## config.mk

```make
export PLATFORM = sky130hd
export DESIGN_NAME = move_to_front_key_list_core_flat
export DESIGN_NICKNAME = d
export VERILOG_FILES = /design/src/sv/mtfl_pkg.sv /design/src/sv/mtfl_in_if.sv /design/src/sv/mtfl_out_if.sv /design/src/sv/mtfl_cell.sv /design/src/sv/move_to_front_key_list_core.sv /design/src/flat_wrapper.sv
export SDC_FILE = /design/constraint.sdc
export NUM_CORES = 1
export LEC_CHECK = 0
export ABC_AREA = 1
export BUFFER_PORTS_ARGS = -buffer_cell sky130_fd_sc_hd__buf_2
export CAP_MARGIN = 10
export CORE_ASPECT_RATIO = 0.7
export CORE_UTILIZATION = 30
export CTS_BUF_LIST = sky130_fd_sc_hd__clkbuf_16
export DETAILED_ROUTE_END_ITERATION = 10
export PLACE_DENSITY = 0.43
export SLEW_MARGIN = 5
export SYNTH_ARGS = -nofsm -noshare
export SYNTH_HDL_FRONTEND = slang
export SYNTH_HIERARCHICAL = 1
export SYNTH_SLANG_ARGS = --single-unit
```

## constraint.sdc

```tcl
create_clock -name clk -period 24.2 [get_ports clk]
set_input_delay 3.63 -clock clk [delete_from_list [all_inputs] [get_ports clk]]
set_output_delay 3.63 -clock clk [all_outputs]
set_load 0.02 [all_outputs]
```

## src/sv/mtfl_pkg.sv

```systemverilog
// Package for the move-to-front key list: operation, status and cell codes,
// the cell control struct and the default sizes.
// Depends on nothing; every other file of the block uses it.
package mtfl_pkg;

  localparam int unsigned CAPACITY_DEF  = 16;
  localparam int unsigned KEY_WIDTH_DEF = 8;
  localparam int unsigned OP_WIDTH      = 2;
  localparam int unsigned STATUS_WIDTH  = 3;

  typedef enum logic [OP_WIDTH-1:0] {
    OP_INSERT  = 2'd0,
    OP_LIST    = 2'd1,
    OP_PROMOTE = 2'd2,
    OP_REMOVE  = 2'd3
  } op_t;

  typedef enum logic [STATUS_WIDTH-1:0] {
    STS_OK        = 3'd0,
    STS_NOT_FOUND = 3'd1,
    STS_EMPTY     = 3'd2,
    STS_AT_FRONT  = 3'd3,
    STS_FULL      = 3'd4
  } status_t;

  typedef enum logic [0:0] {
    S_IDLE = 1'b0,
    S_LIST = 1'b1
  } state_t;

  typedef enum logic [2:0] {
    CM_HOLD    = 3'd0,
    CM_INSERT  = 3'd1,
    CM_PROMOTE = 3'd2,
    CM_REMOVE  = 3'd3,
    CM_ROTATE  = 3'd4
  } cell_mode_t;

  typedef struct packed {
    cell_mode_t mode;
    logic       commit;
  } cell_ctl_t;

endpackage

```

## src/sv/mtfl_in_if.sv

```systemverilog
// Request channel of the move-to-front key list: valid, ready and one item
// holding an operation and a key. Depends on mtfl_pkg.
interface mtfl_in_if #(
  parameter int unsigned KEY_WIDTH = mtfl_pkg::KEY_WIDTH_DEF
) ();
  logic                          valid;
  logic                          ready;
  logic [mtfl_pkg::OP_WIDTH-1:0] op;
  logic [KEY_WIDTH-1:0]          key;

  modport source (output valid, op, key, input ready);
  modport sink   (input valid, op, key, output ready);
endinterface

```

## src/sv/mtfl_out_if.sv

```systemverilog
// Result channel of the move-to-front key list: valid, ready and one item
// holding status, key, entry count and last flag. Depends on mtfl_pkg.
interface mtfl_out_if #(
  parameter int unsigned KEY_WIDTH   = mtfl_pkg::KEY_WIDTH_DEF,
  parameter int unsigned COUNT_WIDTH = $clog2(mtfl_pkg::CAPACITY_DEF + 1)
) ();
  logic                              valid;
  logic                              ready;
  logic [mtfl_pkg::STATUS_WIDTH-1:0] status;
  logic [KEY_WIDTH-1:0]              entry_key;
  logic [COUNT_WIDTH-1:0]            entry_count;
  logic                              last;

  modport source (output valid, status, entry_key, entry_count, last, input ready);
  modport sink   (input valid, status, entry_key, entry_count, last, output ready);
endinterface

```

## src/sv/mtfl_cell.sv

```systemverilog
// One list position: holds a key, compares it with the request key and
// takes a neighbour's key when the list shifts. Depends on mtfl_pkg.
module mtfl_cell #(
  parameter int unsigned KEY_WIDTH   = mtfl_pkg::KEY_WIDTH_DEF,
  parameter int unsigned COUNT_WIDTH = $clog2(mtfl_pkg::CAPACITY_DEF + 1),
  parameter int unsigned INDEX       = 0
) (
  input  logic                  clk,
  input  mtfl_pkg::cell_ctl_t   ctl,
  input  logic [KEY_WIDTH-1:0]  req_key,
  input  logic [COUNT_WIDTH-1:0] count,
  input  logic [KEY_WIDTH-1:0]  left_key,
  input  logic [KEY_WIDTH-1:0]  right_key,
  input  logic [KEY_WIDTH-1:0]  wrap_key,
  input  logic                  seen_in,
  output logic                  seen_out,
  output logic [KEY_WIDTH-1:0]  key_q
);

  logic [KEY_WIDTH-1:0] key_r;
  logic [KEY_WIDTH-1:0] key_nxt;
  logic                 in_use;
  logic                 is_tail;
  logic                 match;

  assign in_use   = COUNT_WIDTH'(INDEX) < count;
  assign is_tail  = COUNT_WIDTH'(INDEX + 1) == count;
  assign match    = in_use && (key_r == req_key);
  assign seen_out = seen_in | match;
  assign key_q    = key_r;

  always_comb begin
    key_nxt = key_r;
    if (ctl.commit) begin
      case (ctl.mode)
        mtfl_pkg::CM_INSERT: begin
          key_nxt = left_key;
        end
        mtfl_pkg::CM_PROMOTE: begin
          if (!seen_in) begin
            key_nxt = left_key;
          end
        end
        mtfl_pkg::CM_REMOVE: begin
          if (seen_out) begin
            key_nxt = right_key;
          end
        end
        mtfl_pkg::CM_ROTATE: begin
          if (is_tail) begin
            key_nxt = wrap_key;
          end else if (in_use) begin
            key_nxt = right_key;
          end
        end
        default: begin
          key_nxt = key_r;
        end
      endcase
    end
  end

  always_ff @(posedge clk) begin
    key_r <= key_nxt;
  end

endmodule

```

## src/sv/move_to_front_key_list_core.sv

```systemverilog
// Channel  Direction  Payload
// in_chan  sink       op, key
// out_chan source     status, entry_key, entry_count, last
//
// Insert, promote and remove: every cell compares its key with the request key at
// once and the cells that move all shift in the same cycle.
// A list item gives one result a cycle while each is taken, the row rotating by one
// position per result and back to its original order after the last; no new item is
// taken meanwhile. A result that is not yet taken holds off the next item; the next
// item is accepted in the cycle that the result leaves.
// Reset is synchronous and active low; it empties the list. Key storage is not reset.
// Top level of the move-to-front key list; uses mtfl_pkg, mtfl_in_if, mtfl_out_if
// and mtfl_cell.
module move_to_front_key_list_core #(
  parameter int unsigned CAPACITY  = mtfl_pkg::CAPACITY_DEF,
  parameter int unsigned KEY_WIDTH = mtfl_pkg::KEY_WIDTH_DEF
) (
  input logic        clk,
  input logic        rst_n,
  mtfl_in_if.sink    in_chan,
  mtfl_out_if.source out_chan
);

  localparam int unsigned CW = $clog2(CAPACITY + 1);

  mtfl_pkg::state_t    state_r, state_nxt;
  logic [CW-1:0]       occ_r, occ_nxt;
  logic [CW-1:0]       idx_r, idx_nxt;
  logic                out_valid_r, out_valid_nxt;
  mtfl_pkg::status_t   status_r, status_nxt;
  logic [KEY_WIDTH-1:0] ekey_r, ekey_nxt;
  logic [CW-1:0]       ecount_r, ecount_nxt;
  logic                last_r, last_nxt;

  mtfl_pkg::cell_ctl_t  cell_ctl;
  logic [KEY_WIDTH-1:0] key_q [CAPACITY];
  logic [CAPACITY:0]    seen;

  logic out_free;
  logic accept;
  logic found;
  logic front_match;
  logic list_done;
  mtfl_pkg::op_t op;

  assign out_free    = !out_valid_r || out_chan.ready;
  assign in_chan.ready = (state_r == mtfl_pkg::S_IDLE) && out_free;
  assign accept      = in_chan.valid && in_chan.ready;
  assign op          = mtfl_pkg::op_t'(in_chan.op);
  assign found       = seen[CAPACITY];
  assign front_match = seen[1];
  assign list_done   = (idx_r + CW'(1)) == occ_r;

  assign seen[0] = 1'b0;

  for (genvar i = 0; i < CAPACITY; i++) begin : g_cell
    logic [KEY_WIDTH-1:0] left_key;
    logic [KEY_WIDTH-1:0] right_key;
    if (i == 0) begin : g_front
      assign left_key = in_chan.key;
    end else begin : g_inner_l
      assign left_key = key_q[i-1];
    end
    if (i == CAPACITY - 1) begin : g_back
      assign right_key = key_q[i];
    end else begin : g_inner_r
      assign right_key = key_q[i+1];
    end
    mtfl_cell #(
      .KEY_WIDTH  (KEY_WIDTH),
      .COUNT_WIDTH(CW),
      .INDEX      (i)
    ) u_cell (
      .clk      (clk),
      .ctl      (cell_ctl),
      .req_key  (in_chan.key),
      .count    (occ_r),
      .left_key (left_key),
      .right_key(right_key),
      .wrap_key (key_q[0]),
      .seen_in  (seen[i]),
      .seen_out (seen[i+1]),
      .key_q    (key_q[i])
    );
  end

  always_comb begin
    state_nxt = state_r;
    case (state_r)
      mtfl_pkg::S_IDLE: begin
        if (accept && op == mtfl_pkg::OP_LIST && occ_r > CW'(1)) begin
          state_nxt = mtfl_pkg::S_LIST;
        end
      end
      mtfl_pkg::S_LIST: begin
        if (out_free && list_done) begin
          state_nxt = mtfl_pkg::S_IDLE;
        end
      end
      default: begin
        state_nxt = mtfl_pkg::S_IDLE;
      end
    endcase
  end

  always_comb begin
    occ_nxt       = occ_r;
    idx_nxt       = idx_r;
    out_valid_nxt = out_valid_r && !out_chan.ready;
    status_nxt    = status_r;
    ekey_nxt      = ekey_r;
    ecount_nxt    = ecount_r;
    last_nxt      = last_r;
    cell_ctl      = '{mode: mtfl_pkg::CM_HOLD, commit: 1'b0};
    case (state_r)
      mtfl_pkg::S_IDLE: begin
        if (accept) begin
          out_valid_nxt = 1'b1;
          last_nxt      = 1'b1;
          ekey_nxt      = in_chan.key;
          ecount_nxt    = occ_r;
          status_nxt    = mtfl_pkg::STS_OK;
          case (op)
            mtfl_pkg::OP_LIST: begin
              if (occ_r == '0) begin
                status_nxt = mtfl_pkg::STS_EMPTY;
                ekey_nxt   = '0;
              end else begin
                ekey_nxt = key_q[0];
                last_nxt = occ_r == CW'(1);
                idx_nxt  = CW'(1);
                cell_ctl = '{mode: mtfl_pkg::CM_ROTATE, commit: 1'b1};
              end
            end
            mtfl_pkg::OP_INSERT: begin
              if (occ_r == CW'(CAPACITY)) begin
                status_nxt = mtfl_pkg::STS_FULL;
              end else begin
                occ_nxt    = occ_r + CW'(1);
                ecount_nxt = occ_r + CW'(1);
                cell_ctl   = '{mode: mtfl_pkg::CM_INSERT, commit: 1'b1};
              end
            end
            default: begin
              if (occ_r == '0) begin
                status_nxt = mtfl_pkg::STS_EMPTY;
              end else if (!found) begin
                status_nxt = mtfl_pkg::STS_NOT_FOUND;
              end else if (op == mtfl_pkg::OP_PROMOTE) begin
                if (front_match) begin
                  status_nxt = mtfl_pkg::STS_AT_FRONT;
                end else begin
                  cell_ctl = '{mode: mtfl_pkg::CM_PROMOTE, commit: 1'b1};
                end
              end else begin
                occ_nxt    = occ_r - CW'(1);
                ecount_nxt = occ_r - CW'(1);
                cell_ctl   = '{mode: mtfl_pkg::CM_REMOVE, commit: 1'b1};
              end
            end
          endcase
        end
      end
      mtfl_pkg::S_LIST: begin
        if (out_free) begin
          out_valid_nxt = 1'b1;
          status_nxt    = mtfl_pkg::STS_OK;
          ekey_nxt      = key_q[0];
          ecount_nxt    = occ_r;
          last_nxt      = list_done;
          idx_nxt       = idx_r + CW'(1);
          cell_ctl      = '{mode: mtfl_pkg::CM_ROTATE, commit: 1'b1};
        end
      end
      default: begin
        out_valid_nxt = out_valid_r && !out_chan.ready;
      end
    endcase
  end

  always_ff @(posedge clk) begin
    if (!rst_n) begin
      state_r     <= mtfl_pkg::S_IDLE;
      occ_r       <= '0;
      idx_r       <= '0;
      out_valid_r <= 1'b0;
    end else begin
      state_r     <= state_nxt;
      occ_r       <= occ_nxt;
      idx_r       <= idx_nxt;
      out_valid_r <= out_valid_nxt;
    end
  end

  always_ff @(posedge clk) begin
    status_r <= status_nxt;
    ekey_r   <= ekey_nxt;
    ecount_r <= ecount_nxt;
    last_r   <= last_nxt;
  end

  assign out_chan.valid       = out_valid_r;
  assign out_chan.status      = status_r;
  assign out_chan.entry_key   = ekey_r;
  assign out_chan.entry_count = ecount_r;
  assign out_chan.last        = last_r;

endmodule

```

## src/flat_wrapper.sv

```systemverilog
// flat-port wrapper written by rule: the top's interface ports become plain ports
module move_to_front_key_list_core_flat 
#(
  parameter int unsigned CAPACITY  = mtfl_pkg::CAPACITY_DEF,
  parameter int unsigned KEY_WIDTH = mtfl_pkg::KEY_WIDTH_DEF
)
  (clk, rst_n, in_chan_valid, in_chan_op, in_chan_key, in_chan_ready, out_chan_valid, out_chan_status, out_chan_entry_key, out_chan_entry_count, out_chan_last, out_chan_ready);
  mtfl_in_if #(.KEY_WIDTH(KEY_WIDTH)) in_chan_i ();
  mtfl_out_if #(.KEY_WIDTH(KEY_WIDTH)) out_chan_i ();
  input logic clk;
  input logic rst_n;
  input wire logic [$bits(in_chan_i.valid)-1:0] in_chan_valid;
  input wire logic [$bits(in_chan_i.op)-1:0] in_chan_op;
  input wire logic [$bits(in_chan_i.key)-1:0] in_chan_key;
  output wire logic [$bits(in_chan_i.ready)-1:0] in_chan_ready;
  output wire logic [$bits(out_chan_i.valid)-1:0] out_chan_valid;
  output wire logic [$bits(out_chan_i.status)-1:0] out_chan_status;
  output wire logic [$bits(out_chan_i.entry_key)-1:0] out_chan_entry_key;
  output wire logic [$bits(out_chan_i.entry_count)-1:0] out_chan_entry_count;
  output wire logic [$bits(out_chan_i.last)-1:0] out_chan_last;
  input wire logic [$bits(out_chan_i.ready)-1:0] out_chan_ready;
  assign in_chan_i.valid = in_chan_valid;
  assign in_chan_i.op = in_chan_op;
  assign in_chan_i.key = in_chan_key;
  assign in_chan_ready = in_chan_i.ready;
  assign out_chan_valid = out_chan_i.valid;
  assign out_chan_status = out_chan_i.status;
  assign out_chan_entry_key = out_chan_i.entry_key;
  assign out_chan_entry_count = out_chan_i.entry_count;
  assign out_chan_last = out_chan_i.last;
  assign out_chan_i.ready = out_chan_ready;
  move_to_front_key_list_core #(.CAPACITY(CAPACITY), .KEY_WIDTH(KEY_WIDTH)) u_core (.clk(clk), .rst_n(rst_n), .in_chan(in_chan_i), .out_chan(out_chan_i));
endmodule
```

======== Word-level counts from Yosys, hierarchy flattened ========
Cells that the tools add are included.
word-level totals
  flip-flop bits (word level) ............. 157
  bits in latches ......................... 0
  logic and storage cells ................. 283
  input bits .............................. 14
  memories ................................ 0
  output and inout bits ................... 19
  bits in read-only memories .............. 0
  bits in writable memories ............... 0
cells by class
  equal/unequal tests ..................... 62
  order comparisons ....................... 17
  divide/modulo/power cells ............... 0
  bitwise operators ....................... 16
  multipliers ............................. 0
  shifts and indexed selects .............. 0
  multiplexer cells ....................... 111
  reduce and logical (&&, ||, !) cells .... 50
  add/sub/neg operators ................... 3
operators with widths
  cell                   number
  $pmux W8 S4            14
  $mux W8                50
  $eq A8 B8 Y1           16
  $mux W5                10
  $pmux W8 S3            2
  $reduce_and A3 Y1      15
  $ne A3 B3 Y1 const B   14
  $eq A4 B5 Y1 const A   8
  $lt A4 B5 Y1 const A   8
  $pmux W5 S2            3
  $mux W3                8
  $logic_and A1 B1 Y1    22
  $eq A3 B5 Y1 const A   4
  $lt A3 B5 Y1 const A   4
  $mux W4                5
  $pmux W4 S2            2
  $pmux W8 S2            1
  $or A1 B1 Y1           15
  $ne A2 B2 Y1 const B   6
  $pmux W3 S2            2
  $add A5 B1 Y5 const B  2
  $eq A2 B5 Y1 const A   2
  $lt A1 B5 Y1 const A   2
  $lt A2 B5 Y1 const A   2
  other kinds (26)       42

======== Longest topological paths before layout ========
Gate-level depths: netlist of the first run.
  depth after elaboration ................. 26
  mapped depth ............................ 50
  depth with buffers taken out ............ 50

======== Modules after synthesis ========
Netlist of the first run, hierarchy kept.
modules (own cells, without submodules)
  module                                times used  cells an instance  area an instance (um2)  seq. area each (um2)
  move_to_front_key_list_core           1           239                1903.1                  750.7
  mtfl_cell (u_core.g_cell[0].u_cell)   1           119                822.0                   240.2
  mtfl_cell (u_core.g_cell[14].u_cell)  1           101                782.0                   240.2
  mtfl_cell (u_core.g_cell[6].u_cell)   1           109                750.7                   240.2
  mtfl_cell (u_core.g_cell[7].u_cell)   1           112                748.2                   240.2
  mtfl_cell (u_core.g_cell[13].u_cell)  1           110                737.0                   240.2
  mtfl_cell (u_core.g_cell[4].u_cell)   1           105                732.0                   240.2
  mtfl_cell (u_core.g_cell[15].u_cell)  1           117                728.2                   240.2
  mtfl_cell (u_core.g_cell[11].u_cell)  1           110                726.9                   240.2
  mtfl_cell (u_core.g_cell[3].u_cell)   1           109                725.7                   240.2
  mtfl_cell (u_core.g_cell[1].u_cell)   1           101                713.2                   240.2
  mtfl_cell (u_core.g_cell[12].u_cell)  1           106                705.7                   240.2
  mtfl_cell (u_core.g_cell[5].u_cell)   1           103                700.7                   240.2
  mtfl_cell (u_core.g_cell[9].u_cell)   1           110                694.4                   240.2
  3 more rows                           n/a         n/a                n/a                     n/a

======== Least setup slack after synthesis of the first run ========
OpenSTA, ideal clock, no wires.
  path kind ............................... input-to-reg
  start point ............................. input in_chan_key[0]
  end point ............................... register u_core.g_cell[5].u_cell.key_r[0] (enable)
  library setup time ...................... 0.324 ns
  setup slack ............................. 12.173 ns
  stages .................................. 43
  data required time ...................... 23.876 ns
  path buffers ............................ 0
  data arrival time ....................... 11.703 ns
  cell sequence ........................... xnor2_1 -> nand2_1 -> nor2_1 -> nand3_1 -> nand2_1 -> inv_1 -> nand2_1 -> inv_1 -> nand2_1 -> inv_1 -> nand2_1 -> inv_1 -> nand2_1 -> inv_1 -> nand2_1 -> inv_1 -> nand2_1 -> inv_1 -> [7 not listed] -> inv_1 -> nand2_1 -> inv_1 -> nand2_1 -> inv_1 -> nand2_1 -> inv_1 -> nand2_1 -> inv_1 -> nand2_1 -> o21ai_0 -> nor3_1 -> inv_1 -> a21oi_1 -> a21oi_2 -> nor3b_2 -> nand2_1 -> inv_1
RTL lines
  item                  line                text
  start, declared       flat_wrapper.sv:14  input wire logic [$bits(in_chan_i.key)-1:0] in_chan_key;
  end signal, assigned  mtfl_cell.sv:64     key_r <= key_nxt;
  end, declared         mtfl_cell.sv:20     logic [KEY_WIDTH-1:0] key_r;

==> results.rst, run 1 <==
.. list-table::
   :header-rows: 1

   * - Metric
     - Value
   * - Final Slew Violations
     - 0
   * - Global-route usage over all layers
     - 0.212
   * - Post-Layout Inst Area
     - about 15000 sq um
   * - Slowest cell on the critical path
     - sky130_fd_sc_hd__a21oi_4
   * - Final total negative setup slack
     - 0 ns
   * - Worst-skew pair later-pin latency
     - 0.46 ns
   * - Post-DR vias/cell
     - 5.03
   * - Power Total
     - about 800 uW
   * - DIE WIDTH
     - about 260 microns
   * - Cell area after placement
     - about 14000 sq um
   * - Hold Vio Cnt, Final
     - 0
   * - Commonest cells after routing, fill and taps aside
     - sky130_fd_sc_hd__nand2_1, sky130_fd_sc_hd__inv_1, sky130_fd_sc_hd__nor2_1, sky130_fd_sc_hd__nand3_1, sky130_fd_sc_hd__edfxtp_1
   * - Antenna violations before repair
     - 0
   * - Reg2reg end
     - u_core/g_cell[4].u_cell/key_q[4]
   * - Setup-violating endpoint count in the final report
     - 0
   * - Fmax
     - 103 MHz
   * - Crit Path Category
     - in2reg
   * - Critical path data required time
     - approximately 24 ns
   * - Overall die area
     - approximately 46000 sq um
   * - Yosys warns
     - 6
   * - Maximum number of pins on one net before global-route repair
     - 50
   * - Gate Count Post-Synth
     - around 1900
   * - Clock buffer count from CTS
     - 17
   * - First-pass GRT wire length
     - ~75 mm
   * - Synthesis-to-finish area growth
     - 11.1%
   * - Sequential share of the synthesized area
     - 0.340
   * - Net Count, Synth
     - roughly 2000
   * - Period utilization
     - 0.401
   * - Total via count after detailed routing
     - approximately 13000
   * - Max-cap viol count
     - 0
   * - Setup Skew
     - between 0.015 and 0.02 ns
   * - Y dimension of the die
     - 180 microns
   * - Endpoint arrival time on the critical path
     - slightly below 10 ns
   * - Max VDD drop
     - between 40 and 50 uV
   * - Grt ovf
     - 0
   * - HPWL Detailed
     - between 30 and 40 mm
   * - Worst reg2reg setup slack
     - 17.23 ns
   * - Remaining DRCs
     - 0
   * - Nature of the critical path startpoint
     - primary input
   * - Worst hold start
     - u_core/idx_r[4]
   * - Clock tree from TritonCTS
     - done
   * - Final routed wirelength across all metal layers
     - between 40 and 50 mm
   * - Starting utilization of the core area
     - 0.307
   * - Share of layout cells above drive strength 1
     - 0.120
   * - Maximum fanout count along the critical path
     - 31
   * - Number of buffers on the longest clock path
     - 2
   * - Cts repair resizes
     - 0
   * - Core Area
     - about 44000 sq um
   * - Slew Limit Headroom
     - 0.345
   * - Setup WS post-layout
     - about 14 ns
   * - Placer's final routability congestion estimate
     - roughly 0.83
   * - Number of H-tree levels
     - 4
   * - Port buffer count
     - 32
   * - Number of nets still failing antenna checks after routing
     - 0
   * - Leading cell type in the layout, fill and taps excluded
     - sky130_fd_sc_hd__nand2_1
   * - Capture endpoint of the worst hold path
     - u_core/idx_r[4]
   * - Cell depth of the worst hold path
     - 2
   * - Cell area after technology mapping
     - approximately 14000 sq um
   * - Worst-case setup slack after placement
     - roughly 14 ns
   * - Count of state elements after synthesis
     - between 150 and 200
   * - Largest stage delay, worst path
     - 0.71 ns
   * - Row Count
     - 64
   * - Count of inserted antenna diode cells
     - 0
   * - Tmin final
     - a little under 10 ns
   * - CP delay by family, top
     - buffers and inverters
   * - Class of the most critical hold timing path
     - reg2reg
   * - Buf/Inv on CP
     - 21
   * - Library cell used as clock root buffer
     - sky130_fd_sc_hd__clkbuf_16
   * - Num ports
     - 33
   * - Unrepaired setup endpoints after global routing
     - no
   * - Power Density
     - between 50 and 60 nW/um^2
   * - Transition at the pin with the smallest max-transition slack
     - 0.982 ns
   * - Number of clock sinks
     - approximately 160
   * - Number of distinct library cells after synthesis
     - 61
   * - Leak Pwr
     - 6.79 nW
   * - Status
     - finished clean
   * - Number of nets in the finished design
     - approximately 2000
   * - DRT Pass-1 Iters
     - 7
   * - Wire length per cell after detailed routing
     - between 15 and 20 microns
   * - Setup fix buffers added after clock tree synthesis
     - 0
   * - Reg2reg path depth
     - 49
   * - Worst reg2reg path startpoint
     - u_core/g_cell[0].u_cell/key_q[1]
   * - Clock input transition at the sequential cells of the worst setup and hold paths
     - around 0.07 ns
   * - Via count of the first global-routing pass
     - 12000
   * - Post-CTS Hold Fix Bufs
     - 0
   * - Most frequent cell on the critical path
     - sky130_fd_sc_hd__nand2_1
   * - Average instance area after synthesis
     - about 7.0 sq um
   * - Initial DRC Count
     - 1069
   * - Crit path capture type
     - flop
==> state kept, by name, summed over array words and instances (netlist names) <==
| signal | flops |
|---|---|
| u_core/occ_r | 5 |
| u_core/idx_r | 5 |
| u_core/g_cell.u_cell/key_q | 128 |
| u_core/state_r | 1 |
| u_core/out_chan.last | 1 |
| u_core/out_chan.valid | 1 |
| u_core/out_chan.entry_key | 8 |
| u_core/out_chan.status | 3 |
| u_core/out_chan.entry_count | 5 |
==> logic make-up (layout without fill, tap and decap cells) <==
logic type,after synthesis,after routing,synth area share
AOI/OAI and AO/OA,273,273,0.142
xor gates and xnor gates,58,58,0.0375
adders and majority gates,5,5,0.00462
buffers and inverters,374,440,0.113
DFF,157,157,0.340
other,1,1,0.000277
and+or+nand+nor,1071,1071,0.363
==> cells in the mapped netlist, drive strengths merged <==
library cell	instances	area share
o21a	1	0.00056
edfxtp	145	0.32
a31oi	4	0.0041
a211oi	1	0.00092
nand2	617	0.18
dfxtp	12	0.018
nand3	164	0.070
o221ai	29	0.026
nand3b	4	0.0025
inv	348	0.098
nor3	18	0.014
xnor2	48	0.031
nor3b	5	0.0055
nor4	6	0.0028
ha	5	0.0046
a22oi	4	0.0026
a32o	8	0.0059
nor2	230	0.074
a21oi	38	0.017
conb	1	0.00028
nand4	19	0.011
o211ai	58	0.033
clkinv	6	0.0025
and3	3	0.0014
or2	5	0.0023
buf	18	0.011
o21ai	114	0.043
a32oi	16	0.010
xor2	10	0.0065
clkbuf	2	0.0013
==> metal layers <==
layer  vias up  GRT usage  share of wire
met5         -          0              0
met4         0     0.0436          0.012
met3        35     0.0265          0.048
met2       321      0.318           0.43
met1      6264      0.322           0.51
li1       6441          -              -
==> worst reg2reg max path: cells and delay by family (launching register included) <==
family	cells	cell delay [ns]
AND/OR/NAND/NOR	25	2.44
buffers and inverters	20	2.38
AO/OA/AOI/OAI	4	1.20
flip-flops	1	0.68
==> area by class of cell <==
| cell class | instances | area, sq um |
|---|---|---|
| clock buffers | 17 | 425 |
| well taps | 594 | 743 |
| multi-input cells | 1408 | 7430 |
| fillers | 4708 | 29000 |
| inverters | 354 | 1360 |
| flip-flops and latches | 157 | 4600 |
| clock inverters | 14 | 154 |
| repair buffers | 55 | 333 |
==> metrics by stage <==
step           cells   util  hold WS [ns]
3_5_place_dp    2568  0.328         0.474
3_3_place_gp    2568  0.328         0.472
2_1_floorplan   1939      -         0.457
4_1_cts         2599  0.341         0.488
5_1_grt         2599  0.341         0.507
6_report        2599  0.341         0.490
==> worst max-delay path by stage <==
stage | from | to | cells after the start
detailed placement | in_chan_key[5] | u_core/g_cell[4].u_cell/key_q[2] | 50
floorplan | in_chan_key[0] | u_core/g_cell[5].u_cell/key_q[0] | 43
finish | in_chan_key[5] | u_core/g_cell[4].u_cell/key_q[4] | 50
global route | in_chan_key[5] | u_core/g_cell[4].u_cell/key_q[4] | 50
global placement | in_chan_key[6] | u_core/g_cell[4].u_cell/key_q[2] | 50
CTS | in_chan_key[5] | u_core/g_cell[4].u_cell/key_q[0] | 50
==> report_power, final <==
group	total, mW	internal (mW)	switching (mW)
clock network	0.285	0.160	0.125
logic	0.198	0.0616	0.137
registers	0.337	0.318	0.0191
No activity file was read; power rests on OpenSTA's default activity.
==> run 2, diff against run 1 <==
- clock period: 24.2 -> 9.3 ns (I/O delays scaled with it)
==> run 2 against run 1 <==
Effect of this change:
- clock-buffer cell count unchanged
- setup slack worse by 12 ns
- non-clock buffer count grew 2
- largest power group unchanged
- global-route usage increased by 0.42 points
- sequential cell count did not move
- first-iteration DRC count is 30% higher
- critical endpoint is now u_core/g_cell[11].u_cell/key_q[4]
- sequential share of layout area is 0.074 points lower
- register-to-register slack worse by 15 ns
- design area rose by 0.24%
- hold slack improved by 0.0029 ns
- sequential power grew to 2.6 times the previous value
- utilization rose by 0.082 points
- critical path type unchanged
==> results.rst, run 2 (synthesis gave the netlist of run 1 again) <==
.. list-table::
   :header-rows: 1

   * - Metric
     - Value
   * - Remaining DRCs
     - 0 (unchanged)
   * - Maximum fanout count along the critical path
     - 31 (unchanged)
   * - Critical path data required time
     - 9.47 ns (-14.90 ns)
   * - Initial DRC Count
     - 1388 (+30%)
   * - Setup fix buffers added after clock tree synthesis
     - 0 (unchanged)
   * - Starting utilization of the core area
     - 0.307 (unchanged)
   * - Cts repair resizes
     - 0 (unchanged)
   * - Setup Skew
     - 0.0141 ns (-0.00267 ns)
   * - Nature of the critical path startpoint
     - primary input
   * - Number of H-tree levels
     - 4 (unchanged)
   * - Max VDD drop
     - 138 uV (+180%)
   * - Hold Vio Cnt, Final
     - 0 (unchanged)
   * - First-pass GRT wire length
     - 75.6 mm (+0.91%)
   * - Share of layout cells above drive strength 1
     - 0.122 (+0.00181)
   * - Tmin final
     - 7.06 ns
   * - Final Slew Violations
     - 0 (unchanged)
   * - DRT Pass-1 Iters
     - 6 (-1)
   * - Global-route usage over all layers
     - 0.216 (+0.00418)
   * - Number of nets still failing antenna checks after routing
     - 0 (unchanged)
   * - Leak Pwr
     - 6.80 nW (about the same)
   * - Post-CTS Hold Fix Bufs
     - 0 (unchanged)
   * - Number of buffers on the longest clock path
     - 2 (unchanged)
   * - Synthesis-to-finish area growth
     - 11.4%
   * - Cell area after placement
     - 14500 sq um (+0.23%)
   * - Number of clock sinks
     - 157 (unchanged)
   * - Via count of the first global-routing pass
     - 11800 (-1.3%)
   * - Class of the most critical hold timing path
     - reg2reg
   * - Final total negative setup slack
     - 0 ns (unchanged)
   * - Final core utilization
     - 0.342 (+0.000824)
   * - HPWL Detailed
     - 36.3 mm (+7.2%)
   * - Leading cell type in the layout, fill and taps excluded
     - sky130_fd_sc_hd__nand2_1
   * - Grt met1 use
     - 0.349 (+0.0273)
   * - Commonest cells after routing, fill and taps aside
     - sky130_fd_sc_hd__nand2_1, sky130_fd_sc_hd__inv_1, sky130_fd_sc_hd__nor2_1, sky130_fd_sc_hd__nand3_1, sky130_fd_sc_hd__edfxtp_1
   * - Met2 capacity usage during global routing
     - 0.285 (-0.0325)
   * - DIE WIDTH
     - 256 microns (unchanged)
   * - Maximum number of pins on one net before global-route repair
     - 64 (+28%)
   * - Antenna violations before repair
     - 0 (unchanged)
   * - Largest stage delay, worst path
     - 0.69 ns (-0.02 ns)
   * - Area taken by flip-flops and latches
     - 4600 sq um (unchanged)
   * - Period utilization
     - 0.759
   * - Status
     - finished clean
   * - Library cell used as clock root buffer
     - sky130_fd_sc_hd__clkbuf_16
   * - Row Count
     - 64 (unchanged)
   * - Y dimension of the die
     - 180 microns (unchanged)
   * - Count of inserted antenna diode cells
     - 0 (unchanged)
   * - Total via count after detailed routing
     - 13200 (+0.87%)
   * - Number of nets in the finished design
     - 2014 (+0.099%)
   * - Clock buffer count from CTS
     - 17 (unchanged)
   * - Final worst hold slack
     - 0.493 ns (+0.00291 ns)
   * - Met3 demand-to-capacity share in global routing
     - 0.0430 (+0.0165)
   * - Power Total
     - 2.14 mW (+160%)
   * - Crit Path Category
     - in2reg
   * - Worst-skew pair later-pin latency
     - 0.46 ns (about the same)
   * - Endpoint arrival time on the critical path
     - 7.23 ns (-2.64 ns)
   * - Setup-violating endpoint count in the final report
     - 0 (unchanged)
   * - Slew Limit Headroom
     - 0.171 (-0.174)
   * - Post-Layout Inst Area
     - 15100 sq um (+0.24%)
   * - Crit path capture type
     - flop
   * - Transition at the pin with the smallest max-transition slack
     - 1.24 ns (+0.261 ns)
   * - Number of fill cells in the layout
     - 4783 (+1.6%)
   * - Max-cap viol count
     - 0 (unchanged)
   * - Clock tree from TritonCTS
     - done
   * - Unrepaired setup endpoints after global routing
     - no
   * - Overall die area
     - 46000 sq um (unchanged)
   * - Most frequent cell on the critical path
     - sky130_fd_sc_hd__nand2_1
   * - Core Area
     - 44000 sq um (unchanged)
   * - Grt ovf
     - 0 (unchanged)
   * - Fmax
     - between 100 and 150 MHz
   * - Clock input transition at the sequential cells of the worst setup and hold paths
     - 0.06 ns (about the same)
   * - Placer's final routability congestion estimate
     - 0.886 (+6.9%)
   * - Num ports
     - 33 (unchanged)
   * - Wire length per cell after detailed routing
     - 19.2 microns (+2.9%)
   * - Slowest cell on the critical path
     - sky130_fd_sc_hd__a21oi_4
   * - Post-DR vias/cell
     - 5.06 (+0.76%)
   * - Flip-flop count of the largest register, all copies and words added
     - 128 (unchanged)
   * - Area of the multi-input gates
     - 7430 sq um (about the same)
   * - Power Density
     - 142 nW/um^2 (+160%)
   * - Grt peak-use layer
     - met1
   * - Final routed wirelength across all metal layers
     - 50.0 mm (+3.0%)
   * - Port buffer count
     - 32 (unchanged)
[run 2: metal layers]
metal / up-vias / part of all wire
met5: - / 0
met4: 0 / 0.012
met3: 37 / 0.074
met2: 463 / 0.39
met1: 6232 / 0.52
li1: 6443 / -
[run 2: stage by stage]
step	cells	setup WS (ns)
2_1_floorplan	1939	0.743
3_3_place_gp	2570	1.89
3_5_place_dp	2570	1.88
4_1_cts	2602	2.36
5_1_grt	2602	1.64
6_report	2602	2.24
[run 2: worst paths after layout]
kind / startpoint / end / slack, ns / cells after the start
worst min-delay path: u_core/idx_r[4] / u_core/idx_r[4] / 0.49 / 2
worst max-delay path: in_chan_key[5] / u_core/g_cell[11].u_cell/key_q[4] / 2.24 / 47
worst min register to register: u_core/idx_r[4] / u_core/idx_r[4] / 0.49 / 2
worst max register to register: u_core/g_cell[0].u_cell/key_q[4] / u_core/g_cell[11].u_cell/key_q[4] / 2.50 / 46
[run 2: power by group]
part           switching, mW  internal, mW
clock                  0.318         0.416
combinational          0.367         0.162
sequential            0.0482         0.828
[run 2: area by class of cell]
cell class	count	area share
multi-input combinational	1408	0.493
sequential	157	0.305
inverter	354	0.0900
tap	594	0.0493
clock buffer	17	0.0282
timing repair buffer	57	0.0239
clock inverter	15	0.0104
[run 2: worst max-delay path: cells and delay by family]
family	cells	cell delay [ns]
AOI/OAI and AO/OA	2	0.92
buffers and inverters	20	2.08
and+or+nand+nor	25	2.76
==> run 3, diff against run 2 <==
- clock period: 9.3 -> 7.1 ns (I/O delays scaled with it)
==> run 3 against run 2 <==
Effect of this change:
- hold slack got worse by 0.014 ns
- sequential cell count did not move
- sequential share of layout area fell by 0.15 points
==> results.rst, run 3 (synthesis gave the netlist of run 1 again) <==
.. list-table::
   :header-rows: 1

   * - Metric
     - Value
   * - Status
     - finished clean
   * - First-pass GRT wire length
     - 76.3 mm (+0.94%)
   * - Fmax
     - between 150 and 200 MHz
   * - Final Slew Violations
     - 0 (unchanged)
   * - Most frequent cell on the critical path
     - sky130_fd_sc_hd__nand2_1
   * - Number of buffers on the longest clock path
     - 2 (unchanged)
   * - Synthesis-to-finish area growth
     - 11.9%
   * - Post-CTS Hold Fix Bufs
     - 0 (unchanged)
   * - Crit path capture type
     - flop
   * - HPWL Detailed
     - 36.4 mm (+0.31%)
   * - Slowest cell on the critical path
     - sky130_fd_sc_hd__buf_2
   * - Number of nets in the finished design
     - 2024 (+0.50%)
   * - Num ports
     - 33 (unchanged)
   * - Internal power summed over all cells
     - 1.81 mW (+29%)
   * - Unrepaired setup endpoints after global routing
     - no
   * - Power Total
     - 2.78 mW (+30%)
   * - Worst-skew pair later-pin latency
     - 0.45 ns (about the same)
   * - Library cell used as clock root buffer
     - sky130_fd_sc_hd__clkbuf_16
   * - Core Area
     - 44000 sq um (unchanged)
   * - Cell area after placement
     - 14600 sq um (+0.69%)
   * - Clock tree from TritonCTS
     - done
   * - Post-Layout Inst Area
     - 15100 sq um (+0.51%)
   * - Grt met1 use
     - 0.342 (-0.00729)
   * - Total via count after detailed routing
     - 13100 (-0.24%)
   * - Crit Path Category
     - in2reg
   * - Post-DR vias/cell
     - 5.03 (-0.59%)
   * - Initial DRC Count
     - 1296 (-6.6%)
   * - Leak Pwr
     - 6.85 nW (+0.83%)
   * - Clock group share of total power
     - 0.334 (-0.009)
   * - Grt ovf
     - 0 (unchanged)
   * - Leading cell type in the layout, fill and taps excluded
     - sky130_fd_sc_hd__nand2_1
   * - Launch point of the worst path
     - in_chan_key[1]
   * - Y dimension of the die
     - 180 microns (unchanged)
   * - Clock buffer count from CTS
     - 17 (unchanged)
   * - Max-cap viol count
     - 0 (unchanged)
   * - Final routed wirelength across all metal layers
     - 50.7 mm (+1.4%)
   * - Fraction of power spent switching nets
     - 0.347 (+0.00380)
   * - Setup-violating endpoint count in the final report
     - 0 (unchanged)
   * - Hold Vio Cnt, Final
     - 0 (unchanged)
   * - Power Density
     - 183 nW/um^2 (+29%)
   * - DRT Pass-1 Iters
     - 6 (unchanged)
   * - Via count of the first global-routing pass
     - 12000 (+1.6%)
   * - Area of the multi-input gates
     - 7430 sq um (unchanged)
   * - Critical path data required time
     - 7.20 ns (-2.27 ns)
   * - Number of clock sinks
     - 157 (unchanged)
   * - Sw Pwr
     - 962 uW (+31%)
   * - Wire length per cell after detailed routing
     - 19.4 microns (+1.0%)
   * - Final worst hold slack
     - 0.479 ns (-0.0140 ns)
   * - Setup fix buffers added after clock tree synthesis
     - 0 (unchanged)
   * - Count of inserted antenna diode cells
     - 0 (unchanged)
   * - Number of nets still failing antenna checks after routing
     - 0 (unchanged)
   * - Antenna violations before repair
     - 1 (+1)
   * - Largest stage delay, worst path
     - 0.40 ns (-0.29 ns)
   * - Period utilization
     - 0.858
   * - Sequential Power Share
     - 0.415 (+0.006)
   * - Slew Limit Headroom
     - 0.559 (+0.388)
   * - Area taken by flip-flops and latches
     - 4600 sq um (unchanged)
   * - Remaining DRCs
     - 0 (unchanged)
   * - Nature of the critical path startpoint
     - primary input
   * - Share of layout cells above drive strength 1
     - 0.126 (+0.00442)
   * - Clock input transition at the sequential cells of the worst setup and hold paths
     - 0.06 ns (about the same)
   * - Setup Skew
     - 0.00977 ns (-0.00436 ns)
   * - Number of fill cells in the layout
     - 4729 (-1.1%)
   * - Max VDD drop
     - 143 uV (+3.6%)
   * - CP delay by family, top
     - simple AND/OR/NAND/NOR gates
   * - Transition at the pin with the smallest max-transition slack
     - 0.661 ns (-0.582 ns)
   * - Cts repair resizes
     - 0 (unchanged)
   * - Placer's final routability congestion estimate
     - 0.845 (-4.6%)
   * - Worst hold start
     - u_core/idx_r[4]
   * - Starting utilization of the core area
     - 0.307 (unchanged)
   * - Port buffer count
     - 32 (unchanged)
   * - Commonest cells after routing, fill and taps aside
     - sky130_fd_sc_hd__nand2_1, sky130_fd_sc_hd__inv_1, sky130_fd_sc_hd__nor2_1, sky130_fd_sc_hd__nand3_1, sky130_fd_sc_hd__edfxtp_1
   * - Global-route usage over all layers
     - 0.219 (+0.00297)
   * - Row Count
     - 64 (unchanged)
   * - Overall die area
     - 46000 sq um (unchanged)
   * - Endpoint arrival time on the critical path
     - 6.19 ns (-1.04 ns)
   * - Final total negative setup slack
     - 0 ns (unchanged)
   * - Maximum fanout count along the critical path
     - 30 (-3.2%)
   * - Number of H-tree levels
     - 4 (unchanged)
   * - Met2 capacity usage during global routing
     - 0.310 (+0.0247)
   * - DIE WIDTH
     - 256 microns (unchanged)
   * - Class of the most critical hold timing path
     - reg2reg
   * - Flip-flop count of the largest register, all copies and words added
     - 128 (unchanged)
   * - Buf/Inv on CP
     - 20 (unchanged)
   * - Tmin final
     - between 6 and 7 ns
   * - Gate power share
     - 0.251 (+0.004)
   * - Final core utilization
     - 0.344 (+0.00173)
   * - Maximum number of pins on one net before global-route repair
     - 50 (-22%)
   * - Met3 demand-to-capacity share in global routing
     - 0.0337 (-0.00931)
   * - Worst reg2reg path startpoint
     - u_core/g_cell[0].u_cell/key_q[4]
   * - Grt peak-use layer
     - met1
run 3: changes by cell type in the layout (fill, tap and decap cells not counted):
cell / previous run / this run
sky130_fd_sc_hd__buf_4: 24 / 32
sky130_fd_sc_hd__clkinv_1: 6 / 3
sky130_fd_sc_hd__buf_12: 1 / 3
sky130_fd_sc_hd__clkinv_4: 3 / 5
sky130_fd_sc_hd__inv_1: 318 / 320
sky130_fd_sc_hd__bufinv_16: 3 / 2
sky130_fd_sc_hd__clkinvlp_4: 3 / 2
run 3: worst paths after layout:
path,slack [ns],cells past startpoint,to
max,1.01,48,u_core/g_cell[11].u_cell/key_q[6]
min,0.48,2,u_core/idx_r[4]
max reg2reg,1.36,47,u_core/g_cell[11].u_cell/key_q[6]
min reg2reg,0.48,2,u_core/idx_r[4]
run 3: final cells by class:
| type | instances | share of cell area |
|---|---|---|
| timing repair buffer | 67 | 0.0304 |
| clock inverter | 14 | 0.00876 |
| multi-input combinational | 1408 | 0.491 |
| inverter | 354 | 0.0895 |
| tap | 594 | 0.0491 |
| sequential | 157 | 0.303 |
| clock buffer | 17 | 0.0281 |
run 3: power by group through the flow:
stage                     Clock, mW  Combinational (mW)  Sequential, mW
after floorplan                   0               0.451            1.17
after global placement            0               0.689            1.17
after detailed placement          0               0.690            1.17
after CTS                     0.954               0.692            1.15
after global routing          0.987               0.770            1.16
final                         0.927               0.696            1.15
run 3: through the flow:
stage / std cells / setup slack [ns]
floorplan: 1939 / 0.344
global placement: 2580 / 0.602
global route: 2611 / 0.415
CTS: 2611 / 1.03
finish: 2611 / 1.01
detailed placement: 2580 / 0.600
run 3: tightest hold or removal path: stages (launching register included):
cell,delay (ns)
sky130_fd_sc_hd__dfxtp_1,0.33
sky130_fd_sc_hd__nand2_2,0.07
sky130_fd_sc_hd__a21oi_2,0.04
run 3: layer usage:
| metal | share of wire | vias up |
|---|---|---|
| met5 | 0 | - |
| met4 | 0.014 | 0 |
| met3 | 0.062 | 34 |
| met2 | 0.41 | 409 |
| met1 | 0.52 | 6230 |
| li1 | - | 6470 |
